### config.mk
export PLATFORM = sky130hd
export DESIGN_NAME = pedal_rest_position_learner
export DESIGN_NICKNAME = d
export VERILOG_FILES = /design/src/hdl/prpl_pkg.sv /design/src/hdl/prpl_cfg_regs.sv /design/src/hdl/prpl_qual_timer.sv /design/src/hdl/prpl_core.sv /design/src/hdl/pedal_rest_position_learner.sv
export VERILOG_INCLUDE_DIRS = /design/src /design/src/hdl
export SDC_FILE = /design/constraint.sdc
export NUM_CORES = 1
export LEC_CHECK = 0
export BUFFER_PORTS_ARGS = -buffer_cell sky130_fd_sc_hd__buf_2
export CAP_MARGIN = 10
export CORE_UTILIZATION = 30
export DETAILED_ROUTE_END_ITERATION = 8
export HOLD_SLACK_MARGIN = 0.15
export SETUP_SLACK_MARGIN = 0.05
export SYNTH_ARGS = -nofsm -noshare
export SYNTH_HDL_FRONTEND = slang
export SYNTH_HIERARCHICAL = 1
export SYNTH_SLANG_ARGS = --single-unit
### constraint.sdc
create_clock -name i_clk -period 5.6 [get_ports i_clk]
set_input_delay 1.12 -clock i_clk [delete_from_list [all_inputs] [get_ports i_clk]]
set_output_delay 1.12 -clock i_clk [all_outputs]
set_load 0.05 [all_outputs]
### src/hdl/pedal_rest_position_learner_macros.svh
// ----------------------------------------------------------------------------
// Assertion macros for the pedal rest position learner
// Concurrent assertion wrappers, compiled out when NO_ASSERTIONS is set.
// ----------------------------------------------------------------------------
`ifndef PEDAL_REST_POSITION_LEARNER_MACROS_SVH
`define PEDAL_REST_POSITION_LEARNER_MACROS_SVH

`ifndef NO_ASSERTIONS
// checked on every rising edge, quiet while reset is held
`define PRPL_ASSERT(label, clk, rst_n, prop, msg) \
    label: assert property (@(posedge clk) disable iff (!rst_n) prop) else $error(msg);
// checked on every rising edge, reset included
`define PRPL_ASSERT_ALWAYS(label, clk, prop, msg) \
    label: assert property (@(posedge clk) prop) else $error(msg);
`else
`define PRPL_ASSERT(label, clk, rst_n, prop, msg)
`define PRPL_ASSERT_ALWAYS(label, clk, prop, msg)
`endif

`endif

### src/hdl/prpl_pkg.sv
// ----------------------------------------------------------------------------
// prpl_pkg
// Shared types and constants of the pedal rest position learner.
// ----------------------------------------------------------------------------
`default_nettype none

package prpl_pkg;

    localparam int POS_W      = 16;
    localparam int LRN_W      = 16;
    localparam int TMR_W      = 8;
    localparam int BYTE_W     = 8;
    localparam int STEP_W     = 16;
    localparam int CFG_IDX_W  = 3;
    localparam int CFG_DATA_W = 16;

    // sample at or above this is clamped on the downward path
    localparam logic [POS_W-1:0] SAMPLE_CAP = 16'd1024;
    localparam logic [14:0]      LIMIT_CAP  = 15'd16384;

    typedef enum logic [CFG_IDX_W-1:0] {
        CFG_MIN_POSITION     = 3'd0,
        CFG_INIT_POSITION    = 3'd1,
        CFG_QUALIFY_DELAY    = 3'd2,
        CFG_STEP_UP          = 3'd3,
        CFG_STEP_DOWN        = 3'd4,
        CFG_INSTANT_MODE     = 3'd5,
        CFG_DEFAULT_POSITION = 3'd6
    } t_cfg_idx;

    typedef struct packed {
        logic [BYTE_W-1:0] min_position;
        logic [BYTE_W-1:0] init_position;
        logic [TMR_W-1:0]  qualify_delay;
        logic [STEP_W-1:0] step_up;
        logic [STEP_W-1:0] step_down;
        logic              instant_mode;
        logic [BYTE_W-1:0] default_position;
    } t_cfg;

endpackage

`default_nettype wire

### src/hdl/prpl_cfg_regs.sv
// ----------------------------------------------------------------------------
// prpl_cfg_regs
// Configuration register file, written through a plain indexed write port.
// ----------------------------------------------------------------------------
`default_nettype none

module prpl_cfg_regs (
    input  wire logic                             i_clk,
    input  wire logic                             i_rst_n,
    input  wire logic                             i_cfg_we,
    input  wire logic [prpl_pkg::CFG_IDX_W-1:0]   i_cfg_index,
    input  wire logic [prpl_pkg::CFG_DATA_W-1:0]  i_cfg_data,
    output prpl_pkg::t_cfg                        o_cfg
);
    import prpl_pkg::*;

    t_cfg r_cfg;
    t_cfg n_cfg;

    always_comb begin
        n_cfg = r_cfg;
        if (i_cfg_we) begin
            unique case (t_cfg_idx'(i_cfg_index))
                CFG_MIN_POSITION:     n_cfg.min_position     = i_cfg_data[BYTE_W-1:0];
                CFG_INIT_POSITION:    n_cfg.init_position    = i_cfg_data[BYTE_W-1:0];
                CFG_QUALIFY_DELAY:    n_cfg.qualify_delay    = i_cfg_data[TMR_W-1:0];
                CFG_STEP_UP:          n_cfg.step_up          = i_cfg_data[STEP_W-1:0];
                CFG_STEP_DOWN:        n_cfg.step_down        = i_cfg_data[STEP_W-1:0];
                CFG_INSTANT_MODE:     n_cfg.instant_mode     = i_cfg_data[0];
                CFG_DEFAULT_POSITION: n_cfg.default_position = i_cfg_data[BYTE_W-1:0];
                default:              n_cfg = r_cfg;
            endcase
        end
    end

    always_ff @(posedge i_clk) begin
        if (!i_rst_n) begin
            r_cfg <= '0;
        end else begin
            r_cfg <= n_cfg;
        end
    end

    assign o_cfg = r_cfg;

endmodule

`default_nettype wire

### src/hdl/prpl_qual_timer.sv
// ----------------------------------------------------------------------------
// prpl_qual_timer
// Qualification timer: reloads when its condition starts to hold, counts
// down, and fires on every tick spent at zero.
// ----------------------------------------------------------------------------
`default_nettype none

`include "pedal_rest_position_learner_macros.svh"

module prpl_qual_timer (
    input  wire logic                         i_clk,
    input  wire logic                         i_rst_n,
    input  wire logic                         i_run,
    input  wire logic                         i_drop,
    input  wire logic [prpl_pkg::TMR_W-1:0]   i_delay,
    output logic                              o_fire
);
    import prpl_pkg::*;

    logic [TMR_W-1:0] r_timer;
    logic [TMR_W-1:0] n_timer;
    logic             r_active;
    logic             n_active;

    assign o_fire = i_run && r_active && (r_timer == '0);

    always_comb begin
        n_timer  = r_timer;
        n_active = r_active;
        if (i_run) begin
            n_active = 1'b1;
            if (!r_active) begin
                n_timer = i_delay;
            end else if (r_timer != '0) begin
                n_timer = r_timer - 1'b1;
            end
        end else if (i_drop) begin
            // condition lost: timer keeps its count
            n_active = 1'b0;
        end
    end

    always_ff @(posedge i_clk) begin
        if (!i_rst_n) begin
            r_timer  <= '0;
            r_active <= 1'b0;
        end else begin
            r_timer  <= n_timer;
            r_active <= n_active;
        end
    end

    `PRPL_ASSERT(a_first_tick_reloads, i_clk, i_rst_n, (i_run && !r_active) |=> (r_timer == $past(i_delay)), "timer not reloaded on first tick")
    `PRPL_ASSERT(a_fire_holds_timer, i_clk, i_rst_n, o_fire |=> (r_active && r_timer == '0), "timer moved after firing")
    `PRPL_ASSERT(a_drop_keeps_count, i_clk, i_rst_n, (i_drop && !i_run) |=> (!r_active && $stable(r_timer)), "drop changed timer count")

endmodule

`default_nettype wire

### src/hdl/prpl_core.sv
// ----------------------------------------------------------------------------
// prpl_core
// Learned-position register and the per-sample update decision.
// ----------------------------------------------------------------------------
`default_nettype none

module prpl_core (
    input  wire logic                         i_clk,
    input  wire logic                         i_rst_n,
    input  wire prpl_pkg::t_cfg               i_cfg,
    input  wire logic                         i_step,
    input  wire logic                         i_mode,
    input  wire logic [prpl_pkg::POS_W-1:0]   i_position,
    input  wire logic                         i_enable,
    output logic      [prpl_pkg::LRN_W-1:0]   o_learned,
    output logic                              o_updated
);
    import prpl_pkg::*;

    logic [LRN_W-1:0] r_learned;
    logic [LRN_W-1:0] n_learned;

    logic [POS_W-1:0]   minq;
    logic [POS_W-1:0]   init4;
    logic [LRN_W-1:0]   min64;
    logic [LRN_W-1:0]   init64;
    logic [LRN_W-1:0]   dflt64;
    logic [POS_W+3:0]   pos16;
    logic               proc;
    logic               below;
    logic               above;
    logic               up_ok;
    logic               down_ok;
    logic               up_fire;
    logic               down_fire;
    logic [LRN_W-1:0]   up_inc;
    logic [LRN_W-1:0]   up_val;
    logic [14:0]        dn_tgt;
    logic signed [16:0] dn_dec;
    logic [14:0]        dn_val;

    assign minq   = {6'd0, i_cfg.min_position, 2'b00};
    assign init4  = {6'd0, i_cfg.init_position, 2'b00};
    assign min64  = {2'b00, i_cfg.min_position, 6'd0};
    assign init64 = {2'b00, i_cfg.init_position, 6'd0};
    assign dflt64 = {2'b00, i_cfg.default_position, 6'd0};
    assign pos16  = {i_position, 4'b0000};

    assign proc    = i_step && !i_mode && i_enable;
    assign below   = i_position < minq;
    assign above   = pos16 > {4'd0, r_learned};
    assign up_ok   = (r_learned < init64) && (i_position < init4);
    assign down_ok = i_position > minq;

    prpl_qual_timer u_up_timer (
        .i_clk   (i_clk),
        .i_rst_n (i_rst_n),
        .i_run   (proc && !below && above && up_ok),
        .i_drop  (proc && !below && above && !up_ok),
        .i_delay (i_cfg.qualify_delay),
        .o_fire  (up_fire)
    );

    prpl_qual_timer u_down_timer (
        .i_clk   (i_clk),
        .i_rst_n (i_rst_n),
        .i_run   (proc && !below && !above && down_ok),
        .i_drop  (proc && !below && !above && !down_ok),
        .i_delay (i_cfg.qualify_delay),
        .o_fire  (down_fire)
    );

    // upward: min(learned + step, sample*16), both wrapping at 16 bits
    assign up_inc = r_learned + i_cfg.step_up;
    assign up_val = (up_inc < pos16[LRN_W-1:0]) ? up_inc : pos16[LRN_W-1:0];

    // downward: target sample*16 clamped; stepped mode keeps the larger of
    // target and learned - step, the latter limited to the cap
    assign dn_tgt = (i_position >= SAMPLE_CAP) ? LIMIT_CAP : {1'b0, i_position[9:0], 4'b0000};
    assign dn_dec = $signed({1'b0, r_learned}) - $signed({1'b0, i_cfg.step_down});

    always_comb begin
        dn_val = dn_tgt;
        if (!i_cfg.instant_mode && (dn_dec > $signed({2'b00, dn_tgt}))) begin
            if (dn_dec > $signed({2'b00, LIMIT_CAP})) begin
                dn_val = LIMIT_CAP;
            end else begin
                dn_val = dn_dec[14:0];
            end
        end
    end

    always_comb begin
        n_learned = r_learned;
        o_updated = 1'b0;
        if (i_step) begin
            priority if (i_mode) begin
                n_learned = dflt64;
                o_updated = 1'b1;
            end else if (!i_enable) begin
                n_learned = r_learned;
            end else if (below) begin
                n_learned = min64;
                o_updated = 1'b1;
            end else if (up_fire) begin
                n_learned = up_val;
                o_updated = 1'b1;
            end else if (down_fire) begin
                n_learned = {1'b0, dn_val};
                o_updated = 1'b1;
            end else begin
                // timer still qualifying or path condition lost
                n_learned = r_learned;
            end
        end
    end

    always_ff @(posedge i_clk) begin
        if (!i_rst_n) begin
            r_learned <= '0;
        end else begin
            r_learned <= n_learned;
        end
    end

    assign o_learned = n_learned;

endmodule

`default_nettype wire

### src/hdl/pedal_rest_position_learner.sv
// Path: input register, then result register holding the updated value.
// Throughput: one sample per cycle unless the output stalls; the learned
// value is updated in the same cycle that reads it, so consecutive samples
// follow without a gap.
// Reset (synchronous, active low) clears the learned value, both timers,
// the configuration registers and both valid flags.
// ----------------------------------------------------------------------------
// pedal_rest_position_learner
// Learns the released-pedal position from filtered pedal samples.
// ----------------------------------------------------------------------------
`default_nettype none

`include "pedal_rest_position_learner_macros.svh"

module pedal_rest_position_learner (
    input  wire logic                             i_clk,
    input  wire logic                             i_rst_n,
    input  wire logic                             i_cfg_we,
    input  wire logic [prpl_pkg::CFG_IDX_W-1:0]   i_cfg_index,
    input  wire logic [prpl_pkg::CFG_DATA_W-1:0]  i_cfg_data,
    input  wire logic                             i_in_valid,
    output logic                                  o_in_ready,
    input  wire logic                             i_mode,
    input  wire logic [prpl_pkg::POS_W-1:0]       i_position,
    input  wire logic                             i_enable,
    output logic                                  o_out_valid,
    input  wire logic                             i_out_ready,
    output logic      [prpl_pkg::LRN_W-1:0]       o_learned_position,
    output logic                                  o_updated
);
    import prpl_pkg::*;

    t_cfg cfg;

    logic             r_in_valid;
    logic             r_mode;
    logic [POS_W-1:0] r_position;
    logic             r_enable;
    logic             r_out_valid;
    logic [LRN_W-1:0] r_learned;
    logic             r_updated;
    logic             out_free;
    logic             advance;
    logic [LRN_W-1:0] core_learned;
    logic             core_updated;

    assign out_free   = !r_out_valid || i_out_ready;
    assign advance    = r_in_valid && out_free;
    assign o_in_ready = !r_in_valid || out_free;

    prpl_cfg_regs u_cfg (
        .i_clk       (i_clk),
        .i_rst_n     (i_rst_n),
        .i_cfg_we    (i_cfg_we),
        .i_cfg_index (i_cfg_index),
        .i_cfg_data  (i_cfg_data),
        .o_cfg       (cfg)
    );

    prpl_core u_core (
        .i_clk      (i_clk),
        .i_rst_n    (i_rst_n),
        .i_cfg      (cfg),
        .i_step     (advance),
        .i_mode     (r_mode),
        .i_position (r_position),
        .i_enable   (r_enable),
        .o_learned  (core_learned),
        .o_updated  (core_updated)
    );

    // input register
    always_ff @(posedge i_clk) begin
        if (!i_rst_n) begin
            r_in_valid <= 1'b0;
        end else if (o_in_ready) begin
            r_in_valid <= i_in_valid;
        end
    end

    always_ff @(posedge i_clk) begin
        if (o_in_ready && i_in_valid) begin
            r_mode     <= i_mode;
            r_position <= i_position;
            r_enable   <= i_enable;
        end
    end

    // result register
    always_ff @(posedge i_clk) begin
        if (!i_rst_n) begin
            r_out_valid <= 1'b0;
        end else if (out_free) begin
            r_out_valid <= advance;
        end
    end

    always_ff @(posedge i_clk) begin
        if (advance) begin
            r_learned <= core_learned;
            r_updated <= core_updated;
        end
    end

    assign o_out_valid        = r_out_valid;
    assign o_learned_position = r_learned;
    assign o_updated          = r_updated;

    `PRPL_ASSERT(a_advance_fills_out, i_clk, i_rst_n, advance |=> r_out_valid, "sample lost between stages")
    `PRPL_ASSERT(a_stalled_item_kept, i_clk, i_rst_n, (r_in_valid && !out_free) |=> (r_in_valid && $stable(r_position) && $stable(r_mode)), "stalled sample dropped")
    `PRPL_ASSERT_ALWAYS(a_reset_empties, i_clk, !i_rst_n |=> (!r_in_valid && !r_out_valid), "stages not empty after reset")

endmodule

`default_nettype wire

# Word-level counts from Yosys, hierarchy flattened
# Index checks and enable logic that the tools add are counted.
# classes
addsub,4
n_eq_ne,8
order_cmp,9
shift,0
mux,22
n_div,0
n_mul,0
n_bitwise,0
n_reduce_logical,43
# ops
op,n
$mux W16,7
$mux W15,3
$lt A16 B10 Y1,2
$mux W8,4
$gt A20 B16 Y1,1
$reduce_and A2 Y1,9
$gt A17 B16 Y1,1
$gt A17 B16 Y1 const B,1
$logic_and A1 B1 Y1,17
$sub A16 B16 Y17,1
$add A16 B16 Y16,1
$ge A16 B11 Y1 const B,1
$gt A16 B10 Y1,1
$logic_not A8 Y1,2
$lt A16 B14 Y1,1
$lt A16 B16 Y1,1
$reduce_bool A8 Y1,2
$sub A8 B1 Y8 const B,2
$eq A3 B3 Y1 const B,3
$logic_not A1 Y1,8
$mux W1,8
$eq A3 B2 Y1 const B,2
$ne A2 B1 Y1 const B,2
$reduce_bool A2 Y1,2
3 further kinds,4
# totals
input_bits,42
out_inout_bits,19
elab_cells,105
mem_count,0
latch_bits,0
reg_bits,136
mem_bits_rw,0
rom_bits,0

# Logic depth before layout (Yosys ltp)
# logic_depth
ltp_word,16
ltp_mapped,20
mapped_depth_nobuf,18

# Cells and area by module
# The synthesis kept the hierarchy.
# by_module_without_submodules
mod,seq_area_each_um2,area_per_inst_um2,cells_per_inst,n_inst
prpl_core,320.3,4834.6,664,1
prpl_cfg_regs,1301.2,2413.6,235,1
prpl_qual_timer,180.2,580.6,69,2
pedal_rest_position_learner,1091.0,1154.9,44,1

# Worst setup path after synthesis
# OpenSTA, ideal clock, no wires.
# synth_timing
path_type,input to register
start,input i_out_ready
end,"register r_learned[7], in the netlist o_learned_position[7], data pin"
setup_ns,0.265
arrival_ns,4.954
path_slack_ns,0.381
n_path_buf,3
required_time_ns,5.335
cell_stages,15
path_cell_list,nor2b_4 > nor2b_1 > clkbuf_1 > nand2_1 > or2_2 > buf_1 > a21o_1 > nor3_1 > nor2b_1 > and2_1 > clkbuf_1 > nor2_1 > a221oi_1 > o21ai_0 > or3_1
# synth_via
elab_cells_between_ends,19
cone_classes,mux (6); reduce/logical (13)
# synth_lines
item,line,rtl
start: declaration,pedal_rest_position_learner.sv:27,"input wire logic i_out_ready,"
$logic_or A1 B1 Y1,pedal_rest_position_learner.sv:47,assign out_free = !r_out_valid || i_out_ready;
$logic_and A1 B1 Y1,pedal_rest_position_learner.sv:48,assign advance = r_in_valid && out_free;
named net advance,pedal_rest_position_learner.sv:43,logic advance;
$logic_and A1 B1 Y1 (2 in a row),prpl_core.sv:49,assign proc = i_step && !i_mode && i_enable;
$logic_and A1 B1 Y1 (3 in a row),prpl_core.sv:58,".i_run (proc && !below && above && up_ok),"
$logic_and A1 B1 Y1 (2 in a row),prpl_qual_timer.sv:25,assign o_fire = i_run && r_active && (r_timer == '0);
named net u_core.up_fire,prpl_core.sv:34,logic up_fire;
$mux W16,prpl_core.sv:105,end else if (up_fire) begin
$mux W16,prpl_core.sv:102,end else if (below) begin
$mux W16,prpl_core.sv:100,end else if (!i_enable) begin
$mux W16,prpl_core.sv:97,priority if (i_mode) begin
$mux W16,prpl_core.sv:96,if (i_step) begin
named net core_learned[7],pedal_rest_position_learner.sv:44,logic [LRN_W-1:0] core_learned;
end signal: assignment,pedal_rest_position_learner.sv:100,r_learned <= core_learned;
end: declaration,pedal_rest_position_learner.sv:40,logic [LRN_W-1:0] r_learned;
# The timed path passes the listed nets, and every way through them passes these cells.
# A chain may end at the register's enable or synchronous reset.

# Worst setup path after layout
# layout_timing
start,register u_core.r_learned[0]
end,"register r_learned[11], in the netlist o_learned_position[11], data pin"
# layout_via
elab_chain_cells,12
elab_cells_between_ends,27
cone_classes,add/sub (2); order compare (5); mux (9); reduce/logical (11)
# layout_rtl
item,line,rtl
start: declaration,prpl_core.sv:20,logic [LRN_W-1:0] r_learned;
start signal: assignment,prpl_core.sv:122,r_learned <= n_learned;
"parallel branches: the longest is 7 deep, another holds $sub A16 B16 Y17",--,
$mux W16 *,prpl_core.sv:105,
$mux W16 *,prpl_core.sv:102,
$mux W16 *,prpl_core.sv:100,
$mux W16 *,prpl_core.sv:97,
$mux W16 *,prpl_core.sv:96,
named net core_learned[11],pedal_rest_position_learner.sv:44,
# Mark *: on every way through the listed nets, which the timed path passes.

==> impl_metrics.py <==
metrics = {
    "status": {
        "status": "complete, no violations",
    },
    "cells_and_area": {
        "diodes": 0,
        "area_delta_synth_final_pct": 13.9,
        "drive_gt1_share_pct": 13.2,
        "final_nets": 1267,
        "mostFrequentLayoutCells": "nand2_1, dfxtp_1, ha_1, inv_1, mux2i_1",
        "final_common_cell": "nand2_1",
        "stdcell_area_mm2": 0.0109,
    },
    "sta": {
        "tightest_slew_ps": 921,
        "layout_min_cycle_time_ps": 5010,
        "fin_ws_ps": 586,
        "slew_headroom_pct": 38.6,
        "clock_skew_ps": 13.3,
        "slew_violations": 0,
        "rsz0062_at_grt": "false",
        "finalHoldViolations": 0,
        "hold_ws_ps": 460,
        "setup_violations": 0,
        "fin_setup_tns_ps": 0,
        "post-route-period-util_pct": 89.5,
        "fmax_mhz": 199,
    },
    "routing": {
        "ant_nets": 0,
        "vias_per_cell": 5.51,
        "drt_iter0_drc": 780,
        "wl_per_cell_um": 20.1,
        "num_vias": 8542,
        "firstDrtPassIters": 5,
        "wl_um": 31200,
        "drc_errors": 0,
    },
    "global_routing": {
        "grt_pass1_wl_um": 48000,
        "grt-ovfl-total": 0,
        "grt_antenna_before_repair": 0,
        "grt_max_degree": 58,
        "grt.total_usage_pct": 19.3,
        "grt_pass1_vias": 8234,
    },
    "clock_tree": {
        "cts_setup_buffers": 0,
        "cts_made_buffers": 17,
        "clk_latency_ps": 430,
        "ctsResizeCount": 0,
        "cts_tree": "yes",
        "htreeDepth": 4,
        "ctsHoldBuffers": 0,
        "cts_max_path_buffers": 2,
        "clkSinkCount": 136,
        "path_clk_slew_ps": 60,
        "root_buffer": "clkbuf_16",
    },
    "min_path": {
        "holdPathStages": 2,
        "hp-start": "u_core/u_down_timer/r_timer[1]$_SDFFE_PN0P_",
        "hold_class": "reg -> reg",
        "hold_end": "u_core/u_down_timer/r_timer[1]$_SDFFE_PN0P_",
    },
    "die": {
        "core_mm2": 0.0315,
        "io_pins": 61,
        "initial_core_util_pct": 30.4,
        "die_area_mm2": 0.0326,
        "rows": 65,
        "die_h_um": 181,
        "dieWidth_um": 181,
    },
    "critical_path": {
        "critical_path_class": "reg -> reg",
        "crit_path_start_kind": "register",
        "crit_required_ps": 5900,
        "critical_path_arrival_ps": 5310,
        "worst-path-max-fanout": 8,
        "r2r_slack_ps": 590,
        "reg2reg_depth": 18,
        "critPathCaptureType": "register",
        "reg2reg_from": "u_core/r_learned[0]$_SDFF_PN0_",
        "regToRegEndpoint": "o_learned_position[11]$_DFFE_PP_",
    },
    "power": {
        "p_sw_share_pct": 28.4,
        "max-vdd-ir-drop_uv": 165,
        "p_switching_uw": 726,
        "power_density_mw_per_mm2": 235,
        "seqPwrFrac_pct": 41.3,
        "finalPower_mw": 2.56,
        "p_comb_share_pct": 14.4,
        "p_leak_nw": 4.83,
        "power.share.clock_pct": 44.3,
        "p_int_mw": 1.83,
    },
    "flow_run": {
        "drv_cap": 0,
    },
    "synth": {
        "synth_edf_count": 35,
        "ys_seq_elements": 136,
        "yosys_warnings": 6,
        "ys.flop_type": "dfxtp_1",
        "async_flop_share_pct": 0,
        "syn_area_mm2": 0.00956,
        "avgSynthCellArea_um2": 8.85,
        "ys_seq_area_share_pct": 32.1,
        "synthDistinctLibCells": 89,
        "synthCells": 1081,
        "synth_nets": 1213,
    },
    "placed_design": {
        "port_buffers": 60,
        "dp_slack_ps": 696,
        "gp_congestion": 1.02,
        "placed_area_mm2": 0.0103,
        "dp_hpwl_um": 23800,
    },
}
-- worst max-delay path by stage --
| stage | startpoint | endpoint | cells after the start |
|---|---|---|---|
| after detailed placement | u_core/r_learned[1]$_SDFF_PN0_ | o_learned_position[6]$_DFFE_PP_ | 17 |
| after global placement | u_core/r_learned[0]$_SDFF_PN0_ | o_learned_position[6]$_DFFE_PP_ | 17 |
| final | u_core/r_learned[0]$_SDFF_PN0_ | o_learned_position[11]$_DFFE_PP_ | 18 |
| after CTS | u_core/r_learned[0]$_SDFF_PN0_ | o_learned_position[11]$_DFFE_PP_ | 18 |
| after global routing | u_core/r_learned[0]$_SDFF_PN0_ | o_learned_position[6]$_DFFE_PP_ | 17 |
| after floorplan | i_out_ready | o_learned_position[7]$_DFFE_PP_ | 15 |
-- power by group through the flow --
stage / clock [mW] / sequential [mW] / combinational (mW)
2_1_floorplan: 0 / 1.08 / 0.237
3_3_place_gp: 0 / 1.08 / 0.359
3_5_place_dp: 0 / 1.08 / 0.360
4_1_cts: 1.15 / 1.06 / 0.364
5_1_grt: 1.20 / 1.06 / 0.401
6_report: 1.13 / 1.06 / 0.368
-- registers in the layout, indices dropped and copies added (netlist names) --
name	count
o_out_valid	1
u_cfg/o_cfg	65
u_core/u_down_timer/r_timer	8
r_position	16
u_core/u_up_timer/r_timer	8
u_core/u_up_timer/r_active	1
r_mode	1
r_enable	1
o_updated	1
u_core/r_learned	16
r_in_valid	1
o_learned_position	16
u_core/u_down_timer/r_active	1
-- final cells by class --
cell class | instances | area (µm²)
fill | 3244 | 20600
inverter | 81 | 304
multi-input combinational | 818 | 5960
clock buffer | 22 | 518
timing repair buffer | 81 | 460
clock inverter | 10 | 80.1
tap | 402 | 503
sequential | 136 | 3070
-- critical path: stages (launching register included) --
cell and delay, ps:
dfxtp_1 390, inv_1 130, ha_1 240, fa_1 440, nor2b_1 170, o31a_1 260, o211a_1 260, nor2_1 70
xnor2_1 380, ha_1 230, nand4_1 110, or2_2 310, a2111o_1 340, o221ai_2 170, mux2i_1 110, o31ai_1 500
o21ai_2 240, nor4_1 370, or2_1 150
-- layer usage --
metal | track usage [%] | wire length (µm) | vias to the layer above
li1 | - | - | 4084
met1 | 25.6 | 14100 | 4053
met2 | 30.7 | 13900 | 337
met3 | 3.50 | 2010 | 68
met4 | 7.97 | 1130 | 0
met5 | 0 | 0 | -
-- cells in the mapped netlist (4+ instances only) --
library cell,number,area (µm²)
xor2_1,8,70.1
a32o_1,4,40.0
a21boi_0,8,60.1
o21a_1,12,90.1
clkbuf_1,27,101
nor2_1,52,195
buf_2,10,50.1
nand2_1,136,510
nor3_1,22,110
dfxtp_1,101,2020
nand3b_1,5,37.5
a221oi_1,9,78.8
a211oi_1,15,113
o21ai_0,45,225
o21bai_1,7,52.6
or3_1,15,93.8
and4_1,5,43.8
nand3_1,15,75.1
nand4b_1,5,43.8
nor2b_1,18,113
and2_1,12,75.1
and3_1,7,43.8
o211a_1,5,50.1
ha_1,88,1100
o211ai_1,11,82.6
nor4_1,10,62.6
o2111ai_1,7,61.3
a22oi_1,10,75.1
inv_1,81,304
nand4_1,16,100
a21oi_1,55,275
a211o_1,5,43.8
edfxtp_1,35,1050
nand2b_1,6,37.5
or2_2,5,31.3
o31a_1,7,61.3
mux2_2,5,56.3
buf_6,6,67.6
mux2i_1,74,741
o31ai_1,7,52.6
xnor2_1,14,123
a21o_1,25,188
-- through the flow --
| stage | cells | util, % |
|---|---|---|
| final | 1550 | 34.6 |
| after floorplan | 1081 | - |
| after global placement | 1518 | 32.7 |
| after global routing | 1550 | 34.6 |
| after detailed placement | 1518 | 32.7 |
| after CTS | 1550 | 34.6 |
-- cells by family (layout without fill, tap and decap cells) --
family / Yosys count / in the layout / synth area share (%)
AOI/OAI and AO/OA: 280 / 280 / 21.4
xor gates and xnor gates: 22 / 22 / 2.01
adders and majority gates: 90 / 90 / 11.9
buffers and inverters: 127 / 194 / 5.66
DFF: 136 / 136 / 32.1
muxes: 79 / 79 / 8.33
and+or+nand+nor: 347 / 347 / 18.5
Power figures use the tool's default switching activity.
